### src/rtl/core/stli_pkg.sv
// ============================================================================
// stli_pkg
// Shared types and codes of the sorted table interpolator.
// ============================================================================
package stli_pkg;

    localparam logic [2:0] ST_STORED = 3'd0;
    localparam logic [2:0] ST_FULL   = 3'd1;
    localparam logic [2:0] ST_MATCH  = 3'd2;
    localparam logic [2:0] ST_INTERP = 3'd3;
    localparam logic [2:0] ST_RANGE  = 3'd4;

    localparam logic FUNC_LOAD  = 1'b0;
    localparam logic FUNC_QUERY = 1'b1;

    // request from the table sequencer to the divider
    typedef struct packed {
        logic               start;
        logic signed [33:0] num;
        logic signed [16:0] den;
    } stli_div_req_t;

    typedef struct packed {
        logic               done;
        logic signed [33:0] quo;
    } stli_div_rsp_t;

endpackage

### src/rtl/core/stli_table_mem.sv
// ============================================================================
// stli_table_mem
// Point store: angle and coefficient in one word, one write and one
// registered read per cycle.
// ============================================================================
module stli_table_mem
    import stli_pkg::*;
#(
    parameter int AW = 5
) (
    input  logic                aclk,
    input  logic                we,
    input  logic [AW-1:0]       waddr,
    input  logic [31:0]         wdata,
    input  logic [AW-1:0]       raddr,
    output logic [31:0]         rdata
);

    logic [31:0] mem [0:(1<<AW)-1];
    logic [31:0] rdata_reg;

    always_ff @(posedge aclk) begin
        if (we) begin
            mem[waddr] <= wdata;
        end
        rdata_reg <= mem[raddr];
    end

    assign rdata = rdata_reg;

endmodule

### src/rtl/core/stli_divider.sv
// ============================================================================
// stli_divider
// Restoring signed divider, one quotient bit per cycle, truncates to zero.
// ============================================================================
module stli_divider
    import stli_pkg::*;
(
    input  logic          aclk,
    input  logic          aresetn,
    input  stli_div_req_t req,
    output stli_div_rsp_t rsp
);

    logic [33:0] rem_q_reg, rem_q_next;   // dividend shifted into quotient
    logic [16:0] rem_reg, rem_next;
    logic [16:0] dv_reg;
    logic        neg_reg;
    logic [5:0]  cnt_reg, cnt_next;
    logic        busy_reg, busy_next;
    logic        done_reg, done_next;
    logic [17:0] trial;
    logic [33:0] abs_num;
    logic [16:0] abs_den;

    assign abs_num = req.num[33] ? 34'(-req.num) : req.num;
    assign abs_den = req.den[16] ? 17'(-req.den) : req.den;
    assign trial   = {rem_reg, rem_q_reg[33]} - {1'b0, dv_reg};

    always_comb begin
        rem_q_next = rem_q_reg;
        rem_next   = rem_reg;
        cnt_next   = cnt_reg;
        busy_next  = busy_reg;
        done_next  = 1'b0;
        if (busy_reg) begin
            if (!trial[17]) begin
                rem_next   = trial[16:0];
                rem_q_next = {rem_q_reg[32:0], 1'b1};
            end else begin
                rem_next   = {rem_reg[15:0], rem_q_reg[33]};
                rem_q_next = {rem_q_reg[32:0], 1'b0};
            end
            cnt_next = cnt_reg - 6'd1;
            if (cnt_reg == 6'd1) begin
                busy_next = 1'b0;
                done_next = 1'b1;
            end
        end else if (req.start) begin
            rem_q_next = abs_num;
            rem_next   = '0;
            cnt_next   = 6'd34;
            busy_next  = 1'b1;
        end
    end

    always_ff @(posedge aclk) begin
        if (!aresetn) begin
            busy_reg <= 1'b0;
            done_reg <= 1'b0;
            cnt_reg  <= '0;
        end else begin
            busy_reg <= busy_next;
            done_reg <= done_next;
            cnt_reg  <= cnt_next;
        end
        rem_q_reg <= rem_q_next;
        rem_reg   <= rem_next;
        if (!busy_reg && req.start) begin
            dv_reg  <= abs_den;
            neg_reg <= req.num[33] ^ req.den[16];
        end
    end

    assign rsp.done = done_reg;
    assign rsp.quo  = neg_reg ? 34'(-rem_q_reg) : rem_q_reg;

endmodule

### src/rtl/core/sorted_table_linear_interpolator_core.sv
// ============================================================================
// sorted_table_linear_interpolator_core
// Sorted (angle, coefficient) table with exact match and linear interpolation.
// ============================================================================
// One item at a time. A load scans down from the top entry, shifting larger
// points up one slot, each shift a read state and a compare state. A query
// scans upward through the table memory, one entry a cycle, to the end of the
// table, then an interpolation runs the serial divider. The result waits in
// an output register.
module sorted_table_linear_interpolator_core
    import stli_pkg::*;
#(
    parameter int TABLE_DEPTH = 32
) (
    input  logic               aclk,
    input  logic               aresetn,
    input  logic               s_valid,
    output logic               s_ready,
    input  logic               s_func,
    input  logic signed [15:0] s_angle,
    input  logic signed [15:0] s_coeff,
    output logic               m_valid,
    input  logic               m_ready,
    output logic signed [15:0] m_value,
    output logic [2:0]         m_status,
    output logic [5:0]         m_entries
);

    localparam int AW = (TABLE_DEPTH > 1) ? $clog2(TABLE_DEPTH) : 1;
    localparam int CW = $clog2(TABLE_DEPTH + 1);

    localparam logic [2:0] S_IDLE = 3'd0;
    localparam logic [2:0] S_LRD  = 3'd1;   // load: read entry below slot
    localparam logic [2:0] S_LCHK = 3'd2;   // load: compare, shift or place
    localparam logic [2:0] S_QRD  = 3'd3;   // query scan
    localparam logic [2:0] S_QEND = 3'd4;
    localparam logic [2:0] S_DIV  = 3'd5;
    localparam logic [2:0] S_OUT  = 3'd6;

    logic [2:0]  state_reg, state_next;
    logic [CW-1:0] count_reg, count_next;
    logic [CW-1:0] pos_reg, pos_next;     // load slot or query read index
    logic signed [15:0] a_reg, c_reg;
    logic        mv_reg, mv_next;
    logic signed [15:0] mval_reg, mval_next;
    logic [2:0]  mst_reg, mst_next;

    // query scan state
    logic        rd_pend_reg, rd_pend_next;
    logic        found_reg, found_next;
    logic        have_lo_reg, have_lo_next;
    logic        have_hi_reg, have_hi_next;
    logic signed [15:0] lo_a_reg, lo_a_next, lo_c_reg, lo_c_next;
    logic signed [15:0] hi_a_reg, hi_a_next, hi_c_reg, hi_c_next;
    logic signed [15:0] mc_reg, mc_next;

    logic          we;
    logic [AW-1:0] waddr, raddr;
    logic [31:0]   wdata, rdata;
    logic signed [15:0] r_a, r_c;
    stli_div_req_t dreq;
    stli_div_rsp_t drsp;
    logic signed [34:0] sum;
    logic signed [16:0] dc, da;
    logic signed [33:0] prod;

    assign r_a = rdata[31:16];
    assign r_c = rdata[15:0];

    stli_table_mem #(.AW(AW)) u_mem (
        .aclk (aclk), .we(we), .waddr(waddr), .wdata(wdata),
        .raddr(raddr), .rdata(rdata)
    );

    stli_divider u_div (.aclk(aclk), .aresetn(aresetn), .req(dreq), .rsp(drsp));

    assign s_ready = (state_reg == S_IDLE) && !mv_reg;
    assign sum = 35'(lo_c_reg) + 35'(drsp.quo);

    // differences at 17 bits so neither can wrap
    assign dc   = 17'(hi_c_reg) - 17'(lo_c_reg);
    assign da   = 17'(a_reg) - 17'(lo_a_reg);
    assign prod = dc * da;

    always_comb begin
        state_next   = state_reg;
        count_next   = count_reg;
        pos_next     = pos_reg;
        mv_next      = mv_reg;
        mval_next    = mval_reg;
        mst_next     = mst_reg;
        rd_pend_next = 1'b0;
        found_next   = found_reg;
        have_lo_next = have_lo_reg;
        have_hi_next = have_hi_reg;
        lo_a_next    = lo_a_reg;
        lo_c_next    = lo_c_reg;
        hi_a_next    = hi_a_reg;
        hi_c_next    = hi_c_reg;
        mc_next      = mc_reg;
        we           = 1'b0;
        waddr        = pos_reg[AW-1:0];
        wdata        = {a_reg, c_reg};
        raddr        = pos_reg[AW-1:0];
        dreq.start   = 1'b0;
        dreq.num     = prod;
        dreq.den     = 17'(hi_a_reg) - 17'(lo_a_reg);
        if (mv_reg && m_ready) begin
            mv_next = 1'b0;
        end
        unique case (state_reg)
            S_IDLE: begin
                if (s_valid && s_ready) begin
                    if (s_func == FUNC_LOAD) begin
                        if (count_reg >= CW'(TABLE_DEPTH)) begin
                            mval_next  = '0;
                            mst_next   = ST_FULL;
                            state_next = S_OUT;
                        end else begin
                            pos_next   = count_reg;
                            state_next = S_LRD;
                        end
                    end else begin
                        pos_next     = '0;
                        found_next   = 1'b0;
                        have_lo_next = 1'b0;
                        have_hi_next = 1'b0;
                        state_next   = (count_reg == '0) ? S_QEND : S_QRD;
                    end
                end
            end
            S_LRD: begin
                if (pos_reg == '0) begin
                    we         = 1'b1;
                    count_next = count_reg + 1'b1;
                    mval_next  = '0;
                    mst_next   = ST_STORED;
                    state_next = S_OUT;
                end else begin
                    raddr      = AW'(pos_reg - 1'b1);
                    state_next = S_LCHK;
                end
            end
            S_LCHK: begin
                if (r_a > a_reg) begin
                    // move the larger point up one slot
                    we         = 1'b1;
                    wdata      = rdata;
                    pos_next   = pos_reg - 1'b1;
                    state_next = S_LRD;
                end else begin
                    we         = 1'b1;
                    count_next = count_reg + 1'b1;
                    mval_next  = '0;
                    mst_next   = ST_STORED;
                    state_next = S_OUT;
                end
            end
            S_QRD: begin
                if (rd_pend_reg) begin
                    if (r_a == a_reg && !found_reg) begin
                        found_next = 1'b1;
                        mc_next    = r_c;
                    end
                    if (r_a < a_reg) begin
                        have_lo_next = 1'b1;
                        lo_a_next    = r_a;
                        lo_c_next    = r_c;
                    end
                    if (r_a > a_reg && !have_hi_reg) begin
                        have_hi_next = 1'b1;
                        hi_a_next    = r_a;
                        hi_c_next    = r_c;
                    end
                end
                if (pos_reg < count_reg) begin
                    raddr        = pos_reg[AW-1:0];
                    pos_next     = pos_reg + 1'b1;
                    rd_pend_next = 1'b1;
                end else if (!rd_pend_reg) begin
                    state_next = S_QEND;
                end
            end
            S_QEND: begin
                if (found_reg) begin
                    mval_next  = mc_reg;
                    mst_next   = ST_MATCH;
                    state_next = S_OUT;
                end else if (!have_lo_reg || !have_hi_reg) begin
                    mval_next  = '0;
                    mst_next   = ST_RANGE;
                    state_next = S_OUT;
                end else begin
                    dreq.start = 1'b1;
                    state_next = S_DIV;
                end
            end
            S_DIV: begin
                if (drsp.done) begin
                    if (sum > 35'sd32767) begin
                        mval_next = 16'sh7fff;
                    end else if (sum < -35'sd32768) begin
                        mval_next = 16'sh8000;
                    end else begin
                        mval_next = sum[15:0];
                    end
                    mst_next   = ST_INTERP;
                    state_next = S_OUT;
                end
            end
            S_OUT: begin
                mv_next    = 1'b1;
                state_next = S_IDLE;
            end
            default: state_next = S_IDLE;
        endcase
    end

    always_ff @(posedge aclk) begin
        if (!aresetn) begin
            state_reg   <= S_IDLE;
            count_reg   <= '0;
            mv_reg      <= 1'b0;
            rd_pend_reg <= 1'b0;
        end else begin
            state_reg   <= state_next;
            count_reg   <= count_next;
            mv_reg      <= mv_next;
            rd_pend_reg <= rd_pend_next;
        end
        pos_reg     <= pos_next;
        mval_reg    <= mval_next;
        mst_reg     <= mst_next;
        found_reg   <= found_next;
        have_lo_reg <= have_lo_next;
        have_hi_reg <= have_hi_next;
        lo_a_reg    <= lo_a_next;
        lo_c_reg    <= lo_c_next;
        hi_a_reg    <= hi_a_next;
        hi_c_reg    <= hi_c_next;
        mc_reg      <= mc_next;
        if (s_valid && s_ready) begin
            a_reg  <= s_angle;
            c_reg  <= s_coeff;
        end
    end

    assign m_valid   = mv_reg;
    assign m_value   = mval_reg;
    assign m_status  = mst_reg;
    assign m_entries = 6'(count_reg);

endmodule

### config.mk
export PLATFORM = sky130hd
export DESIGN_NAME = sorted_table_linear_interpolator_core
export DESIGN_NICKNAME = d
export VERILOG_FILES = /design/src/rtl/core/stli_pkg.sv /design/src/rtl/core/stli_table_mem.sv /design/src/rtl/core/stli_divider.sv /design/src/rtl/core/sorted_table_linear_interpolator_core.sv
export SDC_FILE = /design/constraint.sdc
export NUM_CORES = 2
export LEC_CHECK = 0
export ABC_CLOCK_PERIOD_IN_PS = 16200
export BUFFER_PORTS_ARGS = -buffer_cell sky130_fd_sc_hd__buf_2
export CAP_MARGIN = 15
export CORE_MARGIN = 2
export CORE_UTILIZATION = 55
export CTS_BUF_LIST = sky130_fd_sc_hd__clkbuf_4
export DETAILED_ROUTE_END_ITERATION = 12
export PLACE_DENSITY = 0.73
export SYNTH_ARGS = -nofsm -noshare
export SYNTH_HDL_FRONTEND = slang
export SYNTH_SLANG_ARGS = --single-unit
### constraint.sdc
create_clock -name aclk -period 16.2 [get_ports aclk]
set_input_delay 1.62 -clock aclk [delete_from_list [all_inputs] [get_ports aclk]]
set_output_delay 1.62 -clock aclk [all_outputs]
set_load 0.05 [all_outputs]
==> results by group <==
Timing
  • Min Tclk post-route: 10.79 ns
  • Period utilisation layout: 66.6%
  • Final setup fails: 0
  • Hold Fails Final Rpt: 0
  • Relative slew slack: 21.5%
  • Count of pins over their slew limit: 0
  • Fmax: 92.7 MHz
  • Worst Max-Slew Pin Slew: 1.18 ns
  • RSZ-0062 raised after global routing: false
  • Final WS setup: 5.41 ns
  • Clock Skew: 0.156 ns
  • Setup TNS: 0 ns

Critical path
  • Crit path from: a_reg[0]$_DFFE_PP_
  • CP max stage delay: 0.55 ns
  • Crit path kind: flop to flop
  • Crit-path max FO: 18
  • CP startpoint kind: flop
  • Slowest CP cell: fa_1
  • Worst flop-to-flop path startpoint: a_reg[0]$_DFFE_PP_
  • Crit path capture type: flop
  • Critical Path Most Common Cell: fa_1
  • Worst Path Required: 17.06 ns
  • Worst reg2reg setup slack: 5.41 ns
  • Reg-to-Reg End: u_div.rem_q_reg[29]$_DFFE_PP_
  • Worst EP arrival: 11.65 ns
  • Worst setup path end: u_div.rem_q_reg[29]$_DFFE_PP_
  • R2R cell count: 35

Route
  • Wire per inst: 23.9 µm
  • ANT nets after route: 0
  • Initial DRT Pass Iterations: 5
  • Total number of vias: 42065
  • DR DRC count: 0
  • DRT Wirelength: 169000 µm
  • Detailed-route vias per instance: 5.96
  • DRT iter0 DRCs: 4433

Logic synthesis
  • Post-synthesis cell count: 4857
  • Number of synthesized flops with an enable pin: 1233
  • #FFs+latches synth: 1284
  • Seq/Total Area, Yosys: 56.7%
  • Post-synthesis net count: 5411
  • Synth unique cells: 91
  • Mean Syn Cell Area: 13.8 µm²
  • Commonest register cell after synthesis: edfxtp_1
  • Synth Cell Area: 67100 µm²
  • Fraction of registers with async set or reset after synthesis: 0%
  • Ys Warns: 0

GRT
  • Largest net degree at the start of global routing: 141
  • Vias in the first global route: 42685
  • GR Util All Layers: 27.2%
  • First-pass GRT wire length: 255000 µm
  • Total grt overflow: 0
  • Initial antenna violation count: 9

Die
  • Chip height: 353 µm
  • Rows: 128
  • Die X: 353 µm
  • Initial Util: 55.3%
  • Core Area: 121000 µm²
  • Die ar.: 125000 µm²
  • I/O pin cnt: 64

CTS
  • Clk_lat worst skew: 1.26 ns
  • CTS tree: built
  • Buffer count from post-CTS setup fixing: 0
  • Maximum buffer depth of the clock tree: 4
  • Clock-pin slew on the worst setup and hold paths: 0.07 ns
  • Sink Count: 1284
  • Root Driver: clkbuf_4
  • Post-CTS sizing: 0
  • Hold buffer count at CTS: 0
  • Htree depth: 5
  • Cts bufs inserted: 339

Placement
  • Dpl hpwl: 102000 µm
  • GPL Wtd Cong: 0.920
  • Placed Area: 69800 µm²
  • Port Buf Inserts: 63
  • Placement Setup Slack: 5.65 ns

Min path
  • HP Start: u_mem.rdata[10]$_DFF_P_
  • Min-Delay Path Class: flop to flop

Layout
  • Core Util, Final: 61.1%
  • Layout cells sized above 1: 19.8%
  • Fillers: 9301
  • Area Growth Syn to Fin: 10.5%
  • Number of flip-flops in the largest register: 1024
  • Final net count: 5721
  • Cell area after layout: 74200 µm²

Flow run
  • Max Cap Viol: 0

Run status
  • Run status: completed
through the flow:
| stage | cells | hold slack, ns |
|---|---|---|
| floorplan | 4857 | 0.437 |
| global placement | 6441 | 0.467 |
| detailed placement | 6441 | 0.484 |
| CTS | 7032 | 0.420 |
| global route | 7047 | 0.435 |
| finish | 7057 | 0.509 |
cells in the mapped netlist (57+ instances only):
cell,instances,share of area [%]
edfxtp_1,1233,55
nand2_1,652,3.6
inv_1,461,2.6
fa_1,301,9.0
mux4_2,256,8.6
nor2_1,241,1.3
ha_1,216,4.0
o21ai_0,183,1.4
xnor2_1,146,1.9
clkbuf_1,116,0.65
nand3_1,103,0.77
a21oi_1,91,0.68
buf_2,57,0.43
kinds of logic (layout without fill, tap and decap cells):
group | Yosys count | after routing | synth area share, %
adders and majority gates | 517 | 517 | 13.0
xor gates and xnor gates | 199 | 199 | 2.62
other | 0 | 15 | 0
muxes | 300 | 300 | 9.29
buffers and inverters | 652 | 1212 | 3.77
DFF | 1284 | 1284 | 56.7
and+or+nand+nor | 1286 | 1286 | 8.58
AOI/OAI and AO/OA | 619 | 619 | 6.06
placed cells by master (no fill, tap or decap), drive strengths merged, types with 20 or more instances in the layout:
master / netlist / final
ha: 216 / 216
o21a: 20 / 20
nand2: 652 / 652
xor2: 51 / 51
inv: 461 / 467
fa: 301 / 301
o21ai: 218 / 218
o211ai: 45 / 45
a211oi: 20 / 20
edfxtp: 1233 / 1233
dfxtp: 51 / 51
nand2b: 37 / 37
mux2i: 23 / 23
xnor2: 148 / 148
nor2: 241 / 241
o31ai: 27 / 27
nor2b: 44 / 44
a21o: 49 / 49
nand3: 103 / 103
buf: 73 / 157
clkbuf: 117 / 505
a21oi: 92 / 92
mux4: 256 / 256
mux2: 21 / 21
and3: 21 / 21
or3: 26 / 26
and2: 25 / 25
nor3: 50 / 50
clkinv: 1 / 81
worst max-delay path: cells and delay by family (launching register included):
kind	cells	cell delay, ns
xor gates and xnor gates	1	0.18
and+or+nand+nor	5	1.32
adders and majority gates	9	4.10
AOI/OAI and AO/OA	16	4.13
buffers and inverters	4	0.23
DFF	1	0.36
how the worst min path moves through the flow:
stage	endpoint	slack [ns]	depth (start not counted)
floorplan	hi_c_reg[0]$_DFFE_PP_	0.44	0
global placement	hi_a_reg[0]$_DFFE_PP_	0.47	0
detailed placement	lo_a_reg[0]$_DFFE_PP_	0.48	0
CTS	a_reg[10]$_DFFE_PP_	0.42	1
global route	a_reg[6]$_DFFE_PP_	0.44	1
finish	lo_c_reg[10]$_DFFE_PP_	0.51	0
layer usage:
layer / GRT usage [%] / vias to the layer above / wire [µm]
li1: - / 18493 / -
met5: 0 / - / 41
met2: 44.5 / 2021 / 81800
met4: 10.8 / 6 / 6070
met3: 5.59 / 413 / 14800
met1: 35.9 / 21132 / 66100
area by class of cell:
class	instances	area (µm²)	area share, %
repair buffers	159	1210	1.64
well taps	1625	2030	2.74
clock inverters	88	414	0.558
flip-flops and latches	1284	38000	51.3
diodes	15	37.5	0.0506
multi-input cells	2921	26900	36.3
clock buffers	503	3780	5.09
inverters	462	1730	2.34
Power is not shown: default switching activity piles up to over one toggle a cycle in this logic, so the estimate is an artifact.
